--- config.mk ---
export PLATFORM = sky130hd
export DESIGN_NAME = multi_channel_pwm_generator
export DESIGN_NICKNAME = d
export VERILOG_FILES = /design/src/design/mcpwm_pkg.sv /design/src/design/multi_channel_pwm_generator.sv
export SDC_FILE = /design/constraint.sdc
export NUM_CORES = 2
export LEC_CHECK = 0
export BUFFER_PORTS_ARGS = -buffer_cell sky130_fd_sc_hd__buf_4
export CAP_MARGIN = 20
export CORE_MARGIN = 5
export CORE_UTILIZATION = 45
export DETAILED_ROUTE_END_ITERATION = 8
export GPL_ROUTABILITY_DRIVEN = 0
export MAX_ROUTING_LAYER = met4
export PLACE_DENSITY = 0.72
export SYNTH_ARGS = -nofsm -noshare
export SYNTH_HDL_FRONTEND = slang
export SYNTH_SLANG_ARGS = --single-unit
--- constraint.sdc ---
create_clock -name clk -period 18.83 [get_ports clk]
set_input_delay 3.766 -clock clk [delete_from_list [all_inputs] [get_ports clk]]
set_output_delay 3.766 -clock clk [all_outputs]
set_load 0.01 [all_outputs]
--- src/design/mcpwm_pkg.sv ---
// Shared widths, codes and reset values for the multi-channel PWM generator.
package mcpwm_pkg;

  localparam int DUTY_W      = 16;
  localparam int PIN_W       = 4;
  localparam int LEVELS_W    = 16;
  localparam int CNT_W       = 16;
  localparam int CFG_IDX_W   = 2;
  localparam int CFG_DATA_W  = 16;

  localparam int NUM_PINS_DEF = 16;

  localparam logic [CNT_W-1:0] CYCLE_COUNT_RST = 16'd4;
  localparam logic [CNT_W-1:0] STEP_TICKS_RST  = 16'd8;
  localparam logic [CNT_W-1:0] MAX_DUTY_RST    = 16'd255;
  localparam logic             COUNT_DOWN_RST  = 1'b0;

  typedef enum logic [0:0] {
    OP_WRITE = 1'b0,
    OP_TICK  = 1'b1
  } op_t;

  typedef enum logic [CFG_IDX_W-1:0] {
    CFG_CYCLE_COUNT = 2'd0,
    CFG_STEP_TICKS  = 2'd1,
    CFG_MAX_DUTY    = 2'd2,
    CFG_COUNT_DOWN  = 2'd3
  } cfg_reg_t;

endpackage

--- src/design/multi_channel_pwm_generator.sv ---
// Multi-channel counter-compare PWM generator top level.
//
// Input channel (in_valid / in_stall): each transfer is either a duty write
// (in_op = write) that queues in_duty for pin in_pin, or one PWM clock tick.
// A queued write is applied at the start of the next group of cycle_count
// periods or empty-group tick; a second write to a still-queued pin is dropped.
// Result channel (out_valid / out_stall): exactly one result per input item,
// carrying the pin levels, the compare index and whether queued writes were
// applied by this item.
// The result is valid in the cycle after the input transfer. One item is
// accepted every cycle while in_stall is low; the whole per-item update
// (counter advance, duty compare across all pins) is a single pass into
// the state registers. The result register is the only buffer: an input is
// taken whenever the result register is empty or is being read, so a stalled
// receiver stalls the input side in the same cycle; nothing is lost or
// repeated. The configuration port (cfg_valid / cfg_ready) is always ready;
// the user must write registers only while idle (the block does not check).
// Synchronous reset clears all counters, levels, duty and pending flags and
// loads cycle_count = 4, step_ticks = 8, max_duty = 255, count_down = 0.
module multi_channel_pwm_generator #(
  parameter int NUM_PINS = mcpwm_pkg::NUM_PINS_DEF
) (
  input  logic                                clk,
  input  logic                                rst_n,
  // input channel
  input  logic                                in_valid,
  output logic                                in_stall,
  input  logic                                in_op,
  input  logic [mcpwm_pkg::PIN_W-1:0]         in_pin,
  input  logic [mcpwm_pkg::DUTY_W-1:0]        in_duty,
  // result channel
  output logic                                out_valid,
  input  logic                                out_stall,
  output logic [mcpwm_pkg::LEVELS_W-1:0]      out_pin_levels,
  output logic [mcpwm_pkg::CNT_W-1:0]         out_step_index,
  output logic                                out_updates_applied,
  // configuration port
  input  logic                                cfg_valid,
  output logic                                cfg_ready,
  input  logic [mcpwm_pkg::CFG_IDX_W-1:0]     cfg_index,
  input  logic [mcpwm_pkg::CFG_DATA_W-1:0]    cfg_data
);
  import mcpwm_pkg::*;

  // configuration registers
  logic [CNT_W-1:0] cycle_count_r;
  logic [CNT_W-1:0] step_ticks_r;
  logic [CNT_W-1:0] max_duty_r;
  logic             count_down_r;

  // PWM state
  logic [DUTY_W-1:0]   duty_r       [NUM_PINS];
  logic [DUTY_W-1:0]   duty_nxt     [NUM_PINS];
  logic [DUTY_W-1:0]   pend_duty_r  [NUM_PINS];
  logic [DUTY_W-1:0]   pend_duty_nxt[NUM_PINS];
  logic [NUM_PINS-1:0] enabled_r, enabled_nxt;
  logic [NUM_PINS-1:0] pend_r, pend_nxt;
  logic [NUM_PINS-1:0] level_r, level_nxt;
  logic [CNT_W-1:0]    cmp_idx_r, cmp_idx_nxt;
  logic [CNT_W-1:0]    period_r, period_nxt;
  logic [CNT_W-1:0]    prescale_r, prescale_nxt;

  // result register
  logic                out_valid_r;
  logic [LEVELS_W-1:0] out_levels_r, out_levels_nxt;
  logic [CNT_W-1:0]    out_index_r, out_index_nxt;
  logic                out_applied_r, out_applied_nxt;

  logic in_accept;
  logic cfg_write;

  // per-tick helpers
  logic             empty_group;
  logic [CNT_W-1:0] eff_ticks;
  logic [CNT_W-1:0] period_adj, cmp_idx_adj, prescale_adj;
  logic             group_start;
  logic [CNT_W-1:0] idx_tick, idx_hold;
  logic [CNT_W:0]   prescale_inc, cmp_idx_inc, period_inc;

  assign in_stall  = out_valid_r & out_stall;
  assign in_accept = in_valid & ~in_stall;
  assign cfg_ready = 1'b1;
  assign cfg_write = cfg_valid & cfg_ready;

  assign out_valid           = out_valid_r;
  assign out_pin_levels      = out_levels_r;
  assign out_step_index      = out_index_r;
  assign out_updates_applied = out_applied_r;

  assign empty_group = (cycle_count_r == '0) | (max_duty_r == '0);
  assign eff_ticks   = (step_ticks_r == '0) ? CNT_W'(1) : step_ticks_r;

  // A bound may have shrunk under a counter through a register write.
  assign period_adj   = (period_r   >= cycle_count_r) ? '0 : period_r;
  assign cmp_idx_adj  = (cmp_idx_r  >= max_duty_r)    ? '0 : cmp_idx_r;
  assign prescale_adj = (prescale_r >= eff_ticks)     ? '0 : prescale_r;
  assign group_start  = (period_adj == '0) & (cmp_idx_adj == '0) & (prescale_adj == '0);

  assign idx_tick = count_down_r ? (max_duty_r - CNT_W'(1) - cmp_idx_adj) : cmp_idx_adj;
  assign idx_hold = (empty_group | (cmp_idx_r >= max_duty_r)) ? '0 :
                    (count_down_r ? (max_duty_r - CNT_W'(1) - cmp_idx_r) : cmp_idx_r);

  assign prescale_inc = {1'b0, prescale_adj} + (CNT_W+1)'(1);
  assign cmp_idx_inc  = {1'b0, cmp_idx_adj}  + (CNT_W+1)'(1);
  assign period_inc   = {1'b0, period_adj}   + (CNT_W+1)'(1);

  always_comb begin
    duty_nxt        = duty_r;
    pend_duty_nxt   = pend_duty_r;
    enabled_nxt     = enabled_r;
    pend_nxt        = pend_r;
    level_nxt       = level_r;
    cmp_idx_nxt     = cmp_idx_r;
    period_nxt      = period_r;
    prescale_nxt    = prescale_r;
    out_index_nxt   = idx_hold;
    out_applied_nxt = 1'b0;

    if (in_op == OP_WRITE) begin
      // Queue the write unless this pin already has one waiting.
      for (int i = 0; i < NUM_PINS; i++) begin
        if (32'(in_pin) == i && !pend_r[i]) begin
          pend_duty_nxt[i] = in_duty;
          pend_nxt[i]      = 1'b1;
        end
      end
    end else begin
      if ((empty_group || group_start) && pend_r != '0) begin
        out_applied_nxt = 1'b1;
        pend_nxt        = '0;
        for (int i = 0; i < NUM_PINS; i++) begin
          if (pend_r[i]) begin
            duty_nxt[i] = pend_duty_r[i];
            if (pend_duty_r[i] == '0) begin
              enabled_nxt[i] = 1'b0;
              level_nxt[i]   = 1'b0;
            end else begin
              enabled_nxt[i] = 1'b1;
            end
          end
        end
      end

      if (empty_group) begin
        cmp_idx_nxt   = '0;
        period_nxt    = '0;
        prescale_nxt  = '0;
        out_index_nxt = '0;
      end else begin
        out_index_nxt = idx_tick;
        // Pins are compared only on the first tick of a step.
        if (prescale_adj == '0) begin
          for (int i = 0; i < NUM_PINS; i++) begin
            if (enabled_nxt[i]) begin
              level_nxt[i] = (duty_nxt[i] > idx_tick);
            end
          end
        end
        prescale_nxt = prescale_inc[CNT_W-1:0];
        cmp_idx_nxt  = cmp_idx_adj;
        period_nxt   = period_adj;
        if (prescale_inc >= {1'b0, eff_ticks}) begin
          prescale_nxt = '0;
          cmp_idx_nxt  = cmp_idx_inc[CNT_W-1:0];
          if (cmp_idx_inc >= {1'b0, max_duty_r}) begin
            cmp_idx_nxt = '0;
            period_nxt  = period_inc[CNT_W-1:0];
            if (period_inc >= {1'b0, cycle_count_r}) begin
              period_nxt = '0;
            end
          end
        end
      end
    end
  end

  // Pins beyond NUM_PINS read as low; pins beyond the port width are not shown.
  for (genvar b = 0; b < LEVELS_W; b++) begin : g_levels
    if (b < NUM_PINS) begin : g_pin
      assign out_levels_nxt[b] = level_nxt[b];
    end else begin : g_none
      assign out_levels_nxt[b] = 1'b0;
    end
  end

  always_ff @(posedge clk) begin
    if (!rst_n) begin
      cycle_count_r <= CYCLE_COUNT_RST;
      step_ticks_r  <= STEP_TICKS_RST;
      max_duty_r    <= MAX_DUTY_RST;
      count_down_r  <= COUNT_DOWN_RST;
    end else if (cfg_write) begin
      unique case (cfg_reg_t'(cfg_index))
        CFG_CYCLE_COUNT: cycle_count_r <= cfg_data;
        CFG_STEP_TICKS:  step_ticks_r  <= cfg_data;
        CFG_MAX_DUTY:    max_duty_r    <= cfg_data;
        CFG_COUNT_DOWN:  count_down_r  <= cfg_data[0];
        default: ;
      endcase
    end
  end

  always_ff @(posedge clk) begin
    if (!rst_n) begin
      for (int i = 0; i < NUM_PINS; i++) begin
        duty_r[i] <= '0;
      end
      enabled_r  <= '0;
      pend_r     <= '0;
      level_r    <= '0;
      cmp_idx_r  <= '0;
      period_r   <= '0;
      prescale_r <= '0;
    end else if (in_accept) begin
      duty_r     <= duty_nxt;
      enabled_r  <= enabled_nxt;
      pend_r     <= pend_nxt;
      level_r    <= level_nxt;
      cmp_idx_r  <= cmp_idx_nxt;
      period_r   <= period_nxt;
      prescale_r <= prescale_nxt;
    end
  end

  // Queued duty values need no reset: an entry is read only while its pending bit is set.
  always_ff @(posedge clk) begin
    if (in_accept) begin
      pend_duty_r <= pend_duty_nxt;
    end
  end

  always_ff @(posedge clk) begin
    if (!rst_n) begin
      out_valid_r <= 1'b0;
    end else if (in_accept) begin
      out_valid_r <= 1'b1;
    end else if (!out_stall) begin
      out_valid_r <= 1'b0;
    end
  end

  always_ff @(posedge clk) begin
    if (in_accept) begin
      out_levels_r  <= out_levels_nxt;
      out_index_r   <= out_index_nxt;
      out_applied_r <= out_applied_nxt;
    end
  end

endmodule

# Yosys cells after proc, flatten, opt, wreduce, memory -nomap -nowiden

Cells that the tools add are included.

Add/subtract/negate cells: 6
Reductions and logical operators: 112
Order comparisons: 22
Equality and inequality tests: 20
Bitwise logic cells: 8
Mux-type cells: 143

Operator list:

| cell                  | number |
|---|---|
| $mux 16               | 42 |
| $mux 256              | 2 |
| $logic_not 16->1      | 22 |
| $gt 16x16->1          | 16 |
| $mux 1                | 99 |
| $reduce_and 3->1      | 32 |
| $add 16x1->17 const B | 3 |
| $ge 17x16->1          | 3 |
| $ge 16x16->1          | 3 |
| $eq 4x4->1 const B    | 8 |
| $reduce_bool 2->1     | 16 |
| $sub 16x16->16        | 2 |
| $logic_and 1x1->1     | 17 |
| $eq 4x3->1 const B    | 4 |
| $logic_not 1->1       | 16 |
| $reduce_bool 16->1    | 1 |
| $sub 16x1->16 const B | 1 |
| $reduce_and 2->1      | 5 |
| $eq 4x2->1 const B    | 2 |
| $and 1x1->1           | 4 |
| $eq 2x2->1 const B    | 2 |
| $eq 4x1->1 const B    | 1 |
| $logic_not 4->1       | 1 |
| $ne 2x1->1 const B    | 2 |
| other kinds (5)       | 7 |

Bits in registers: 691
Output and inout port bits: 36
Input bits: 44

# Longest topological paths before layout

Depth in word-level cells: 15
Mapped depth: 32
Gate-level depth less buffers: 30

# Least setup slack after synthesis

Ideal clock, no wire load.

Kind: input -> output
Start point: input port out_stall
End point: output port in_stall
Stages: 2
Arrival time: 3.917 ns
Path slack: 11.147 ns
Path through: nand2_1 inv_1

Word-level cells in the longest chain between the ends: 1

RTL lines:

| item               | RTL line                          | source |
|---|---|---|
| start: declaration | multi_channel_pwm_generator.sv:33 | `input logic out_stall,` |
| $and 1x1->1        | multi_channel_pwm_generator.sv:80 | `assign in_stall = out_valid_r & out_stall;` |
| end: declaration   | multi_channel_pwm_generator.sv:27 | `output logic in_stall,` |

Every way passes these cells.

# Worst setup path in the final report

Ends and elaborated chain as after synthesis.

==> results.sh <==
export IMPL_outcome="finished clean"
export IMPL_routed_wl_um=118900
export IMPL_synth_seq_cells=691
export IMPL_power_density_nw_per_um2=79.83
export IMPL_setup_violations_final=0
export IMPL_yosysSeqAreaShare_pct=42.23
export IMPL_grt_use_total_pct=24.89
export IMPL_rr_worst_depth=31
export IMPL_avgSynthCellArea_sq_um=9.939
export IMPL_ios=80
export IMPL_drv_cap=0
export IMPL_rows=108
export IMPL_final_nets=4428
export IMPL_synth_top_area_share_pct=21.91
export IMPL_yosys_area_top_type="edfxtp_1"
export IMPL_synth_nets=4419
export IMPL_dr_pass1_iters=6
export IMPL_ys_warn_count=0
export IMPL_postLayoutCellArea_sq_um=44110
export IMPL_reg_top3="duty_r: 256 flops, pend_duty_r: 256 flops"
export IMPL_rsz0062_at_grt="no"
export IMPL_clockBufferDepth=3
export IMPL_cts_made_buffers=78
export IMPL_htreeDepth=3
export IMPL_syn_cell_area_sq_um=39610
export IMPL_postCtsSetupBuffers=0
export IMPL_initial_core_util_pct=45.51
export IMPL_grt_pass1_wl_um=179800
export IMPL_syn_to_final_growth_pct=11.36
export IMPL_seqCellArea_sq_um=16730
export IMPL_synth_flop_cell="dfxtp_1"
export IMPL_nFillCells=7756
export IMPL_grt_max_degree=218
export IMPL_hpwl_um=75650
export IMPL_detail_route_antenna_nets=0
export IMPL_portBuffers=78
export IMPL_drive_gt1_share_pct=16.31
export IMPL_dieArea_sq_um=94050
export IMPL_crit_path_max_fanout=2
export IMPL_worst_setup_path_start_kind="primary input"
export IMPL_cts_root_buf="clkbuf_16"
export IMPL_die_x_um=306.7
export IMPL_setup_tns_ps=0
export IMPL_synth_area_leaders="edfxtp_1, dfxtp_1, ha_1"
export IMPL_hold_violations=0
export IMPL_cts_tree="built"
export IMPL_hold_buffers=0
export IMPL_ys_types=105
export IMPL_first_iter_violations=2946
export IMPL_antenna_found_initial=7
export IMPL_finClkSkew_ps=59.07
export IMPL_drc_errors=0
export IMPL_numClockSinks=691
export IMPL_grt_overflow_total=0
export IMPL_grt_pass1_vias=30696
export IMPL_clk_pin_slew_ps=50
export IMPL_fin_crit_ps=7908
export IMPL_wl_per_cell_um=22.77
export IMPL_hold_depth=2
export IMPL_synthArstFlopShare_pct=0
export IMPL_insertion_delay_ps=670
export IMPL_hold_class="reg -> reg"
export IMPL_post_route_period_util_pct=41.99
export IMPL_fmax_mhz=126.5
export IMPL_die_height_um=306.7
export IMPL_worstPathRequired_ps=15060
export IMPL_worstSetupEndpointType="primary output"
export IMPL_worst_pin_slew_ps=1078
export IMPL_p_leak_nw=17.36
export IMPL_drv_slew=0
export IMPL_ir_drop_v=0.00008697
export IMPL_synth_edf_count=289
export IMPL_multi_input_area_sq_um=21790
export IMPL_place_area_sq_um=41530
export IMPL_cts_resized=0
export IMPL_synth_cells=3985
export IMPL_arrival_ps=4140
export IMPL_maxSlewHeadroom_pct=27.49
export IMPL_via_per_inst=6.174
export IMPL_vias=32228
export IMPL_coreArea_sq_um=87020
export IMPL_crit_type="in -> out"
## routing by layer
layer	GRT usage, %	up-vias	routed length (um)
li1	-	14947	-
met5	-	-	0
met3	3.503	290	9168
met1	32.70	15663	50320
met2	39.61	1328	55050
met4	8.954	0	4333
## through the flow
stage                     hold WS, ps  cells  setup slack [ps]  total power [mW]  utilization [%]
after floorplan                 424.9   3985             11150             1.890                -
after global placement          433.5   5068             10910             2.020            47.72
after detailed placement        442.7   5068             10930             2.029            47.72
after CTS                       454.7   5213             10930             3.529            50.64
after global routing            467.1   5215             10550             3.629            50.67
final                           452.1   5220             10920             3.521            50.68
## Yosys cell counts, drive strengths merged (88+ instances only)
cell and number:
a21oi 201, nand2 379, a21o 88, inv 126, dfxtp 402, nor4 106, o21ai 331, edfxtp 289
clkbuf 164, ha 388, nor2 172, o21ba 90, nand3 233, mux2 247
## kinds of logic after synthesis
| kind of cell | Yosys count | share of synthesized area (%) |
|---|---|---|
| xor+xnor | 81 | 1.791 |
| buf+inv | 342 | 3.532 |
| flops | 691 | 42.23 |
| simple gates | 1191 | 15.26 |
| mux | 281 | 8.034 |
| fa+ha+maj | 390 | 12.36 |
| other cells | 1 | 0.009468 |
| compound gates | 1008 | 16.79 |
## critical path, cell delays in order
cell     delay (ps)
buf_4           110
nand2_1          70
inv_1            60
buf_4           140
## cells in the final DEF (no fill, tap or decap), types with 33 or more instances in the layout
cell,instances
a21o_1,88
a21oi_1,188
buf_4,141
clkbuf_16,79
dfxtp_1,401
edfxtp_1,289
ha_1,388
inv_1,124
mux2_2,221
mux2i_1,33
nand2_1,368
nand3_1,225
nand4_1,85
nor2_1,168
nor3_1,61
nor4_1,95
o21a_1,48
o21ai_0,323
o21ba_2,74
xnor2_1,55
## area by class of cell
class	count	share of cell area, %
Antenna cell	6	0.03404
Inverter	127	1.084
Timing Repair Buffer	144	2.542
Multi-Input combinational cell	2952	49.40
Clock buffer	111	4.981
Tap cell	1155	3.276
Sequential cell	691	37.92
Clock inverter	34	0.7631
## power by group
part | total [mW] | internal (mW) | switching (mW)
clock network | 1.51 | 0.852 | 0.662
logic | 0.404 | 0.145 | 0.259
registers | 1.60 | 1.59 | 0.0180
## path summary, 6_finish.rpt
path / slack [ps] / endpoint / from
min reg2reg: 450 / duty_r[153] / duty_r[153]
max reg2reg: 11100 / out_pin_levels[5] / max_duty_r[9]
min: 450 / duty_r[153] / duty_r[153]
max: 10920 / in_stall / out_stall
Power figures use the tool's default switching activity.
